===== config.mk =====
export PLATFORM = sky130hd
export DESIGN_NAME = igf_pass
export DESIGN_NICKNAME = d
export VERILOG_FILES = /design/src/rtl/igf_pkg.sv /design/src/rtl/igf_pass.sv
export SDC_FILE = /design/constraint.sdc
export NUM_CORES = 1
export LEC_CHECK = 0
export BUFFER_PORTS_ARGS = -buffer_cell sky130_fd_sc_hd__buf_2
export CORE_ASPECT_RATIO = 1.2
export CORE_UTILIZATION = 63
export CTS_CLUSTER_DIAMETER = 30
export DETAILED_ROUTE_END_ITERATION = 8
export PLACE_DENSITY_LB_ADDON = 0.3
export SYNTH_ARGS = -nofsm -noshare
export SYNTH_HDL_FRONTEND = slang
export SYNTH_SLANG_ARGS = --single-unit

===== constraint.sdc =====
create_clock -name clk -period 27.1 [get_ports clk]
set_input_delay 4.065 -clock clk [delete_from_list [all_inputs] [get_ports clk]]
set_output_delay 4.065 -clock clk [all_outputs]
set_load 0.03 [all_outputs]

===== src/rtl/igf_pkg.sv =====
// Shared constants, types and kernel weight tables for the iterated Gaussian frame filter.
package igf_pkg;

  localparam int ADDR_W = 16;
  localparam int POS_W  = ADDR_W + 1;
  localparam int PIX_W  = 24;
  localparam int FRAC_W = 16;
  localparam int RAW_W  = 8;
  localparam int ACC_W  = 32;
  localparam int PROD_W = 30;
  localparam int DIM_W  = 9;
  localparam int PASS_W = 4;
  localparam int WT_W   = 6;
  localparam int TAP_W  = 5;
  localparam int CFG_IDX_W  = 2;
  localparam int CFG_DATA_W = 9;
  localparam int DEPTH  = 1 << ADDR_W;

  localparam logic [DIM_W-1:0] MAX_DIM = 9'd256;

  localparam logic [CFG_IDX_W-1:0] REG_KERNEL_MODE = 2'd0;
  localparam logic [CFG_IDX_W-1:0] REG_WIDTH       = 2'd1;
  localparam logic [CFG_IDX_W-1:0] REG_HEIGHT      = 2'd2;
  localparam logic [CFG_IDX_W-1:0] REG_PASS_COUNT  = 2'd3;

  typedef logic [WT_W-1:0] wt_t;

  localparam wt_t W3 [9] = '{6'd1, 6'd2, 6'd1,
                             6'd2, 6'd4, 6'd2,
                             6'd1, 6'd2, 6'd1};

  localparam wt_t W5 [25] = '{6'd1, 6'd4,  6'd6,  6'd4,  6'd1,
                              6'd4, 6'd16, 6'd24, 6'd16, 6'd4,
                              6'd6, 6'd24, 6'd36, 6'd24, 6'd6,
                              6'd4, 6'd16, 6'd24, 6'd16, 6'd4,
                              6'd1, 6'd4,  6'd6,  6'd4,  6'd1};

  // Product of the row and column binomial taps for tap number t in raster order.
  function automatic wt_t tap_weight(input logic big, input logic [TAP_W-1:0] t);
    wt_t w;
    w = '0;
    if (big) begin
      if (t < 5'd25) w = W5[t];
    end else begin
      if (t < 5'd9) w = W3[t[3:0]];
    end
    return w;
  endfunction

  typedef struct packed {
    logic              rd_en;
    logic              src_b;
    logic [ADDR_W-1:0] rd_addr;
    logic              wr_en;
    logic [ADDR_W-1:0] wr_addr;
    logic [PIX_W-1:0]  wr_data;
  } pass_req_t;

endpackage


===== src/rtl/igf_pass.sv =====
// Pass sequencer: one buffer read and one multiply-accumulate per cycle in P_TAP.
module igf_pass (
  input  logic                         clk,
  input  logic                         rst,
  input  logic                         start,
  input  logic                         kmode,
  input  logic [igf_pkg::DIM_W-1:0]    fw,
  input  logic [igf_pkg::DIM_W-1:0]    fh,
  input  logic [igf_pkg::PASS_W-1:0]   npass,
  input  logic [igf_pkg::PIX_W-1:0]    src_rdata,
  output igf_pkg::pass_req_t           req,
  output logic                         done,
  output logic                         res_in_b
);

  localparam logic [1:0] P_IDLE  = 2'd0;
  localparam logic [1:0] P_SETUP = 2'd1;
  localparam logic [1:0] P_TAP   = 2'd2;
  localparam logic [1:0] P_LAST  = 2'd3;

  logic [1:0]                    state;
  logic                          big;
  logic [igf_pkg::DIM_W-1:0]     w;
  logic [igf_pkg::DIM_W-1:0]     h;
  logic [igf_pkg::PASS_W-1:0]    npass_q;
  logic [igf_pkg::PASS_W-1:0]    pcnt;
  logic                          in_b;
  logic [igf_pkg::DIM_W-1:0]     i;
  logic [igf_pkg::DIM_W-1:0]     j;
  logic [igf_pkg::ADDR_W-1:0]    base;
  logic [igf_pkg::ADDR_W-1:0]    off;
  logic [igf_pkg::ADDR_W-1:0]    taddr;
  logic [igf_pkg::TAP_W-1:0]     t;
  logic [2:0]                    dx;
  logic                          vd;
  igf_pkg::wt_t                  wt_d;
  logic [igf_pkg::ACC_W-1:0]     acc;

  logic [igf_pkg::DIM_W-1:0]     r;
  logic [igf_pkg::DIM_W-1:0]     r2;
  logic [2:0]                    dmax;
  logic [igf_pkg::TAP_W-1:0]     tlast;
  logic [igf_pkg::PROD_W-1:0]    prod;
  logic [igf_pkg::ACC_W-1:0]     sum;
  logic                          last_pass;
  logic [igf_pkg::DIM_W-1:0]     fw_eff;
  logic [igf_pkg::DIM_W-1:0]     fh_eff;
  logic                          no_grid;
  logic                          pass_end;

  assign r     = big ? 9'd2 : 9'd1;
  assign r2    = big ? 9'd4 : 9'd2;
  assign dmax  = big ? 3'd4 : 3'd2;
  assign tlast = big ? 5'd24 : 5'd8;
  assign prod  = src_rdata * wt_d;
  assign sum   = acc + (vd ? igf_pkg::ACC_W'(prod) : '0);
  assign last_pass = (pcnt + 4'd1) == npass_q;
  assign fw_eff = (fw > igf_pkg::MAX_DIM) ? igf_pkg::MAX_DIM : fw;
  assign fh_eff = (fh > igf_pkg::MAX_DIM) ? igf_pkg::MAX_DIM : fh;
  assign no_grid  = (w <= r2) || (h <= r2);
  assign pass_end = ((state == P_SETUP) && no_grid) ||
                    ((state == P_LAST) && (j == w - r - 9'd1) && (i == h - r - 9'd1));

  always_comb begin
    req         = '0;
    req.src_b   = in_b;
    req.rd_addr = taddr;
    req.wr_addr = base + off;
    req.wr_data = big ? sum[31:8] : sum[27:4];
    req.rd_en   = (state == P_TAP);
    req.wr_en   = (state == P_LAST);
  end

  always_ff @(posedge clk) begin
    if (rst) begin
      state    <= P_IDLE;
      done     <= 1'b0;
      res_in_b <= 1'b0;
      in_b     <= 1'b0;
      pcnt     <= '0;
      vd       <= 1'b0;
    end else begin
      done <= ((state == P_IDLE) && start && (npass == '0)) || (pass_end && last_pass);
      case (state)
        P_IDLE: begin
          if (start) begin
            big     <= kmode;
            w       <= fw_eff;
            h       <= fh_eff;
            npass_q <= npass;
            pcnt    <= '0;
            in_b    <= 1'b0;
            if (npass == '0) begin
              res_in_b <= 1'b0;
            end else begin
              state <= P_SETUP;
            end
          end
        end
        P_SETUP: begin
          // A grid with no interior still counts as a pass and swaps the buffers.
          if (no_grid) begin
            pcnt <= pcnt + 4'd1;
            in_b <= ~in_b;
            if (last_pass) begin
              res_in_b <= ~in_b;
              state    <= P_IDLE;
            end
          end else begin
            i     <= r;
            j     <= r;
            base  <= '0;
            taddr <= '0;
            t     <= '0;
            dx    <= '0;
            acc   <= '0;
            vd    <= 1'b0;
            off   <= big ? igf_pkg::ADDR_W'({w, 1'b0}) + 16'd2 : igf_pkg::ADDR_W'(w) + 16'd1;
            state <= P_TAP;
          end
        end
        P_TAP: begin
          acc  <= sum;
          vd   <= 1'b1;
          wt_d <= igf_pkg::tap_weight(big, t);
          if (t == tlast) begin
            state <= P_LAST;
          end else begin
            t <= t + 5'd1;
            if (dx == dmax) begin
              dx    <= '0;
              taddr <= taddr + igf_pkg::ADDR_W'(w) - igf_pkg::ADDR_W'(r2);
            end else begin
              dx    <= dx + 3'd1;
              taddr <= taddr + 16'd1;
            end
          end
        end
        P_LAST: begin
          acc <= '0;
          vd  <= 1'b0;
          t   <= '0;
          dx  <= '0;
          if (j == w - r - 9'd1) begin
            if (i == h - r - 9'd1) begin
              pcnt <= pcnt + 4'd1;
              in_b <= ~in_b;
              if (last_pass) begin
                res_in_b <= ~in_b;
                state    <= P_IDLE;
              end else begin
                state <= P_SETUP;
              end
            end else begin
              // Skip the right border of this line and the left border of the next.
              i     <= i + 9'd1;
              j     <= r;
              base  <= base + igf_pkg::ADDR_W'(r2) + 16'd1;
              taddr <= base + igf_pkg::ADDR_W'(r2) + 16'd1;
              state <= P_TAP;
            end
          end else begin
            j     <= j + 9'd1;
            base  <= base + 16'd1;
            taddr <= base + 16'd1;
            state <= P_TAP;
          end
        end
        default: state <= P_IDLE;
      endcase
    end
  end

endmodule


==> results.yml, run 1 <==
finish:
  fillCellCount: 1879
  final_area_mm2: 0.0169
  area_delta_synth_final_pct: 8.44
  regArea_mm2: 0.00410
  drive_gt1_frac: 0.0977
  instances_no_fill: 2163
  multi_input_area_mm2: 0.0105
  layout.nets: 2105
  diodes: 0
route:
  wl_met1_um: 14400
  antenna_left: 0
  routed_wirelength_um: 35700
  drtIter0Drc: 858
  route.top_layer_used: "met4"
  via_count: 12800
  drc: 0
  dr_wl_met3_um: 1590
  dr_wl_met2_um: 18200
  viasPerCell: 5.92
  wire_per_inst_um: 16.5
  dr.pass1.iters: 5
logic_synthesis:
  yosys.area_share.xor_xnor: 0.0749
  synth.area.top_cells: "edfxtp_1 25%, fa_1 12%, ha_1 10%"
  ys_warn_count: 0
  synth.cell_area_mm2: 0.0155
  synth_common_cells: "192 x inv_1, 151 x and2_1, 135 x nor2_1, 130 x edfxtp_1, 129 x ha_1"
  synthesis.nets: 2029
  synth_top_family_by_area: "adder cells"
  yosys.area.top_type: "edfxtp_1"
  ys_ff_latch: 140
  synth.top_cell.area_share: 0.251
  synth_async_sr_flop_share: 0
  muxShareOfSynthArea: 0.0220
  syn_avg_cell_area_um2: 8.86
  synth_edf_count: 130
  synth-adder-area-share: 0.227
  synth_cell_types: 85
  seq_area_frac_synth: 0.264
  syn_inst: 1754
  synth_most_common_cell: "inv_1"
  synth_ff_type: "edfxtp_1"
  synth_compound_area_frac: 0.128
  synthSimpleGateAreaFrac: 0.220
outcome:
  status: "finished clean"
setup_path:
  reg2reg_depth: 25
  r2r-start: "wt_d[5]"
  critPathSlowestCell: "fa_1"
  r2r-end: "acc[29]"
  path_common_cell: "o21ai_0"
  arrival_ns: 11.20
  startpoint_type: "primary input"
  cp.required_ns: 23.03
  slowest_delay_ns: 0.56
  crit_type: "primary input to primary output"
  endpoint_kind: "primary output"
  startpoint: "src_rdata[3]"
  r2r_setup_slack_ns: 19.26
  crit_path_end: "req[21]"
  crit_fanout: 6
power:
  power.density_mw_per_mm2: 49.1
  peakVddDrop_mv: 0.0473
  sw_frac_of_total: 0.391
  power_frac_comb: 0.432
  clockPowerShare: 0.255
  p_sw_uw: 323
  cellLeakagePower_uw: 0.00739
  seqPwrFrac: 0.313
  intPower_uw: 504
grt:
  grt_pass1_wl_um: 60100
  grt_overflow: 0
  antenna_found_initial: 0
  grt_usage: 0.291
  grt_max_degree: 52
  grt_pass1_vias: 12900
placed_design:
  portBuffers: 110
  placed_cells: 2131
  pre_cts_ws_ns: 11.98
  place_hpwl_um: 27700
  placed_area_mm2: 0.0163
  place_congestion: 0.920
timing:
  worstMarginPinSlew_ns: 1.07
  rsz0062_at_grt: "no"
  finClkSkew_ns: 0.00813
  slew_violations: 0
  timing.final.crit_period_ns: 15.26
  fin_ws_ns: 11.84
  period_share: 0.563
  slew_headroom: 0.284
  max_freq_ghz: 0.0655
  fin_tns_setup_ns: 0
  finalHoldViolCount: 0
  finalSetupViolCount: 0
worst_hold_path:
  min_path_type: "flip-flop to flip-flop"
die:
  die-height_um: 174
  initial_core_util: 0.646
  chipWidth_um: 145
  rows: 62
  boundaryPins: 111
  die_area_mm2: 0.0253
  core_area_mm2: 0.0240
clocking:
  insertion_delay_ns: 0.43
  hold_buffers: 0
  clkSinkCount: 140
  cts.clk_slew.worst_paths_ns: 0.06
  post_cts_resized: 0
  post_cts_buffers: 0
  cts-root-buf: "clkbuf_16"
  htree_levels: 4
  numCtsBuffers: 17
  clock_path_buffers: 2
  cts_tree: "done"
flow_run:
  max-cap-violations: 0
worst min-delay path by stage:
stage	start	to	slack [ns]	cells after the start
3_3_place_gp	pcnt[3]	pcnt[3]	0.47	2
3_5_place_dp	pcnt[3]	pcnt[3]	0.48	2
4_1_cts	pcnt[3]	pcnt[3]	0.49	2
5_1_grt	pcnt[3]	pcnt[3]	0.52	2
6_report	pcnt[3]	pcnt[3]	0.49	2
2_1_floorplan	pcnt[3]	pcnt[3]	0.46	2
power groups by stage:
stage | combinational [uW] | sequential [uW] | clock (uW)
floorplan | 272 | 259 | 0
global placement | 345 | 263 | 0
detailed placement | 353 | 263 | 0
CTS | 357 | 259 | 214
global route | 400 | 260 | 221
finish | 357 | 259 | 211
layer usage:
metal,vias up,track usage
li1,6172,-
met1,6128,0.346
met2,400,0.517
met3,106,0.0341
met4,0,0.152
met5,-,0
layout by cell type, fill, tap and decap left out, drive strengths merged, types with 19 or more instances in the layout:
cell	instances
and2	151
inv	193
xnor2	78
and3	26
nor3	38
mux2i	27
ha	129
nand2	114
edfxtp	130
xor2	55
nand3	60
buf	120
nor2	136
a21o	19
o21ai	73
nand4	19
a21oi	91
nor2b	40
nand2b	20
fa	96
cell type report:
cell class	count	area share
multi-input cells	1358	0.621
flip-flops and latches	140	0.243
inverters	193	0.0430
repair buffers	120	0.0371
clock buffers	17	0.0252
well taps	320	0.0238
clock inverters	15	0.00601
flip-flops by register name, indices dropped and copies added, names as in the netlist, 9 cells and up:
| signal | cells |
|---|---|
| base | 16 |
| h | 9 |
| acc | 32 |
| taddr | 16 |
| i | 9 |
| w | 9 |
| j | 9 |
| off | 11 |
through the flow:
stage / hold WS [ns] / utilization / power, uW
floorplan: 0.457 / - / 531
global placement: 0.466 / 0.679 / 608
detailed placement: 0.483 / 0.679 / 616
CTS: 0.492 / 0.701 / 829
global route: 0.519 / 0.701 / 881
finish: 0.492 / 0.701 / 827
critical path: cells and delay by family:
| family | cells | cell delay (ns) |
|---|---|---|
| adder cells (fa/ha/maj) | 5 | 2.19 |
| AO/OA/AOI/OAI | 11 | 3.22 |
| buffers and inverters | 5 | 0.44 |
| multiplexers | 1 | 0.26 |
| AND/OR/NAND/NOR | 4 | 0.71 |
| XOR/XNOR | 2 | 0.28 |
logic make-up (layout without fill, tap and decap cells):
kind of cell / Yosys count / after routing
AND/OR/NAND/NOR: 655 / 655
AO/OA/AOI/OAI: 312 / 312
buffers and inverters: 256 / 345
adder cells (fa/ha/maj): 225 / 225
flip-flops: 140 / 140
XOR/XNOR: 133 / 133
multiplexers: 33 / 33
(Power assumes the default switching activity.)
==> run 2, diff against run 1 <==
--- a/config.mk
+++ b/config.mk
@@ -7,7 +7,7 @@
 export LEC_CHECK = 0
 export BUFFER_PORTS_ARGS = -buffer_cell sky130_fd_sc_hd__buf_2
 export CORE_ASPECT_RATIO = 1.2
-export CORE_UTILIZATION = 63
+export CORE_UTILIZATION = 57
 export CTS_CLUSTER_DIAMETER = 30
 export DETAILED_ROUTE_END_ITERATION = 8
 export PLACE_DENSITY_LB_ADDON = 0.3
==> constraint.sdc (replaced) <==
create_clock -name clk -period 12.75 [get_ports clk]
set_input_delay 1.9125 -clock clk [delete_from_list [all_inputs] [get_ports clk]]
set_output_delay 1.9125 -clock clk [all_outputs]
set_load 0.03 [all_outputs]
==> results.yml, run 2 (synthesized netlist as in run 1, its figures left out) <==
outcome:
  status: "finished with violations"
  violations: "DRC"
setup_path:
  r2r-end: "acc[29]"
  crit_type: "primary input to primary output"
  critPathBufInv: 5
  slowest_delay_ns: 0.59
  reg2reg_depth: 25
  cp.required_ns: 10.84
  startpoint_type: "primary input"
  endpoint_kind: "primary output"
  r2r_setup_slack_ns: 4.87
  critPathSlowestCell: "a2111oi_0"
  crit_fanout: 6
  r2r-start: "wt_d[5]"
  path_common_cell: "o21ai_0"
  arrival_ns: 9.05
  crit_cells: 28
  crit_family: "compound AO/OA/AOI/OAI gates"
timing:
  finalHoldViolCount: 0
  worstMarginPinSlew_ns: 1.16
  slew_violations: 0
  fin_ws_ns: 1.79
  finClkSkew_ns: 0.00978
  timing.final.crit_period_ns: 10.96
  rsz0062_at_grt: "no"
  max_freq_ghz: 0.0912
  slew_headroom: 0.224
  period_share: 0.860
  fin_tns_setup_ns: 0
  whs_ns: 0.483
  finalSetupViolCount: 0
power:
  p_sw_uw: 702
  sw_frac_of_total: 0.390
  peakVddDrop_mv: 0.0907
  power_frac_comb: 0.424
  power.density_mw_per_mm2: 106
  clockPowerShare: 0.270
  seqPwrFrac: 0.307
  intPower_uw: 1100
  cellLeakagePower_uw: 0.00739
finish:
  drive_gt1_frac: 0.0977
  diodes: 0
  regMostFlops: "acc"
  regArea_mm2: 0.00410
  area_delta_synth_final_pct: 8.77
  largest_reg_flops: 32
  largest_registers: "acc (32), base (16), taddr (16)"
  fillCellCount: 2216
  multi_input_area_mm2: 0.0105
  layout.nets: 2104
  final_common_cell: "inv_1"
  final_cell_mix: "191 x inv_1, 151 x and2_1, 132 x nor2_1"
route:
  antenna_left: 0
  dr.pass1.iters: 9
  routed_wirelength_um: 36200
  wire_per_inst_um: 16.6
  viasPerCell: 5.84
  via_count: 12700
  drtIter0Drc: 706
  drc: 5
die:
  rows: 65
  die_area_mm2: 0.0279
  core_area_mm2: 0.0265
  chipWidth_um: 153
  die-height_um: 183
  initial_core_util: 0.586
  boundaryPins: 111
placed_design:
  pre_cts_ws_ns: 1.92
  portBuffers: 110
  place_congestion: 0.913
  place_hpwl_um: 27700
clocking:
  clkSinkCount: 140
  clock_path_buffers: 2
  post_cts_resized: 0
  insertion_delay_ns: 0.43
  numCtsBuffers: 17
  hold_buffers: 0
  post_cts_buffers: 0
  cts_tree: "done"
  cts-root-buf: "clkbuf_16"
  htree_levels: 4
  cts.clk_slew.worst_paths_ns: 0.06
grt:
  grt_usage: 0.268
  grt_pass1_vias: 12800
  grt_use_met1: 0.320
  grt_max_degree: 52
  grt_use_met3: 0.0317
  grt_pass1_wl_um: 60700
  antenna_found_initial: 0
  grt_overflow: 0
  gr-usage-met2: 0.482
  grt-busiest-layer: "met2"
flow_run:
  max-cap-violations: 0
worst_hold_path:
  hold_start: "pcnt[3]"
  min_path_type: "flip-flop to flip-flop"
  min_path_cells: 2
  min_to: "pcnt[3]"
run 2: cell count changes in the layout (fill, tap and decap cells not counted), sizes merged:
| cell | delta |
|---|---|
| bufinv | +1 |
| inv | +4 |
| clkinvlp | +1 |
| buf | -1 |
| clkinv | -6 |
run 2: layout make-up:
type | instances | area share
tap | 335 | 0.0248
multi-input combinational | 1358 | 0.620
clock inverter | 15 | 0.00821
clock buffer | 17 | 0.0252
sequential | 140 | 0.243
timing repair buffer | 119 | 0.0366
inverter | 193 | 0.0428
run 2: metal layers:
layer / share of wire / vias up
li1: - / 6181
met1: 0.41 / 6073
met2: 0.51 / 375
met3: 0.045 / 76
met4: 0.036 / 0
met5: 0 / -
run 2: tightest hold or removal path, cell delays in order, from the launching register on:
cell and delay [ns]:
dfxtp_1 0.32, nand2b_1 0.07, a21oi_1 0.05
run 2: power by group through the flow:
stage | logic, uW | registers (uW) | clock network [uW]
floorplan | 578 | 551 | 0
global placement | 737 | 560 | 0
detailed placement | 753 | 561 | 0
CTS | 762 | 551 | 489
global route | 854 | 554 | 507
finish | 762 | 551 | 485
run 2: how the worst max path moves through the flow:
| stage | to | slack [ns] | startpoint |
|---|---|---|---|
| 6_report | req[21] | 1.79 | src_rdata[3] |
| 5_1_grt | req[21] | 1.36 | src_rdata[3] |
| 4_1_cts | req[21] | 1.85 | src_rdata[3] |
| 3_5_place_dp | req[21] | 1.92 | src_rdata[3] |
| 3_3_place_gp | req[21] | 2.04 | src_rdata[3] |
| 2_1_floorplan | req[19] | 2.62 | src_rdata[6] |
run 2: metrics by stage:
stage,power (uW),area (um^2),cells,util
2_1_floorplan,1130,15500,1754,-
3_3_place_gp,1300,16300,2145,0.616
3_5_place_dp,1310,16300,2145,0.616
4_1_cts,1800,16900,2177,0.638
5_1_grt,1920,16900,2177,0.638
6_report,1800,16900,2177,0.638
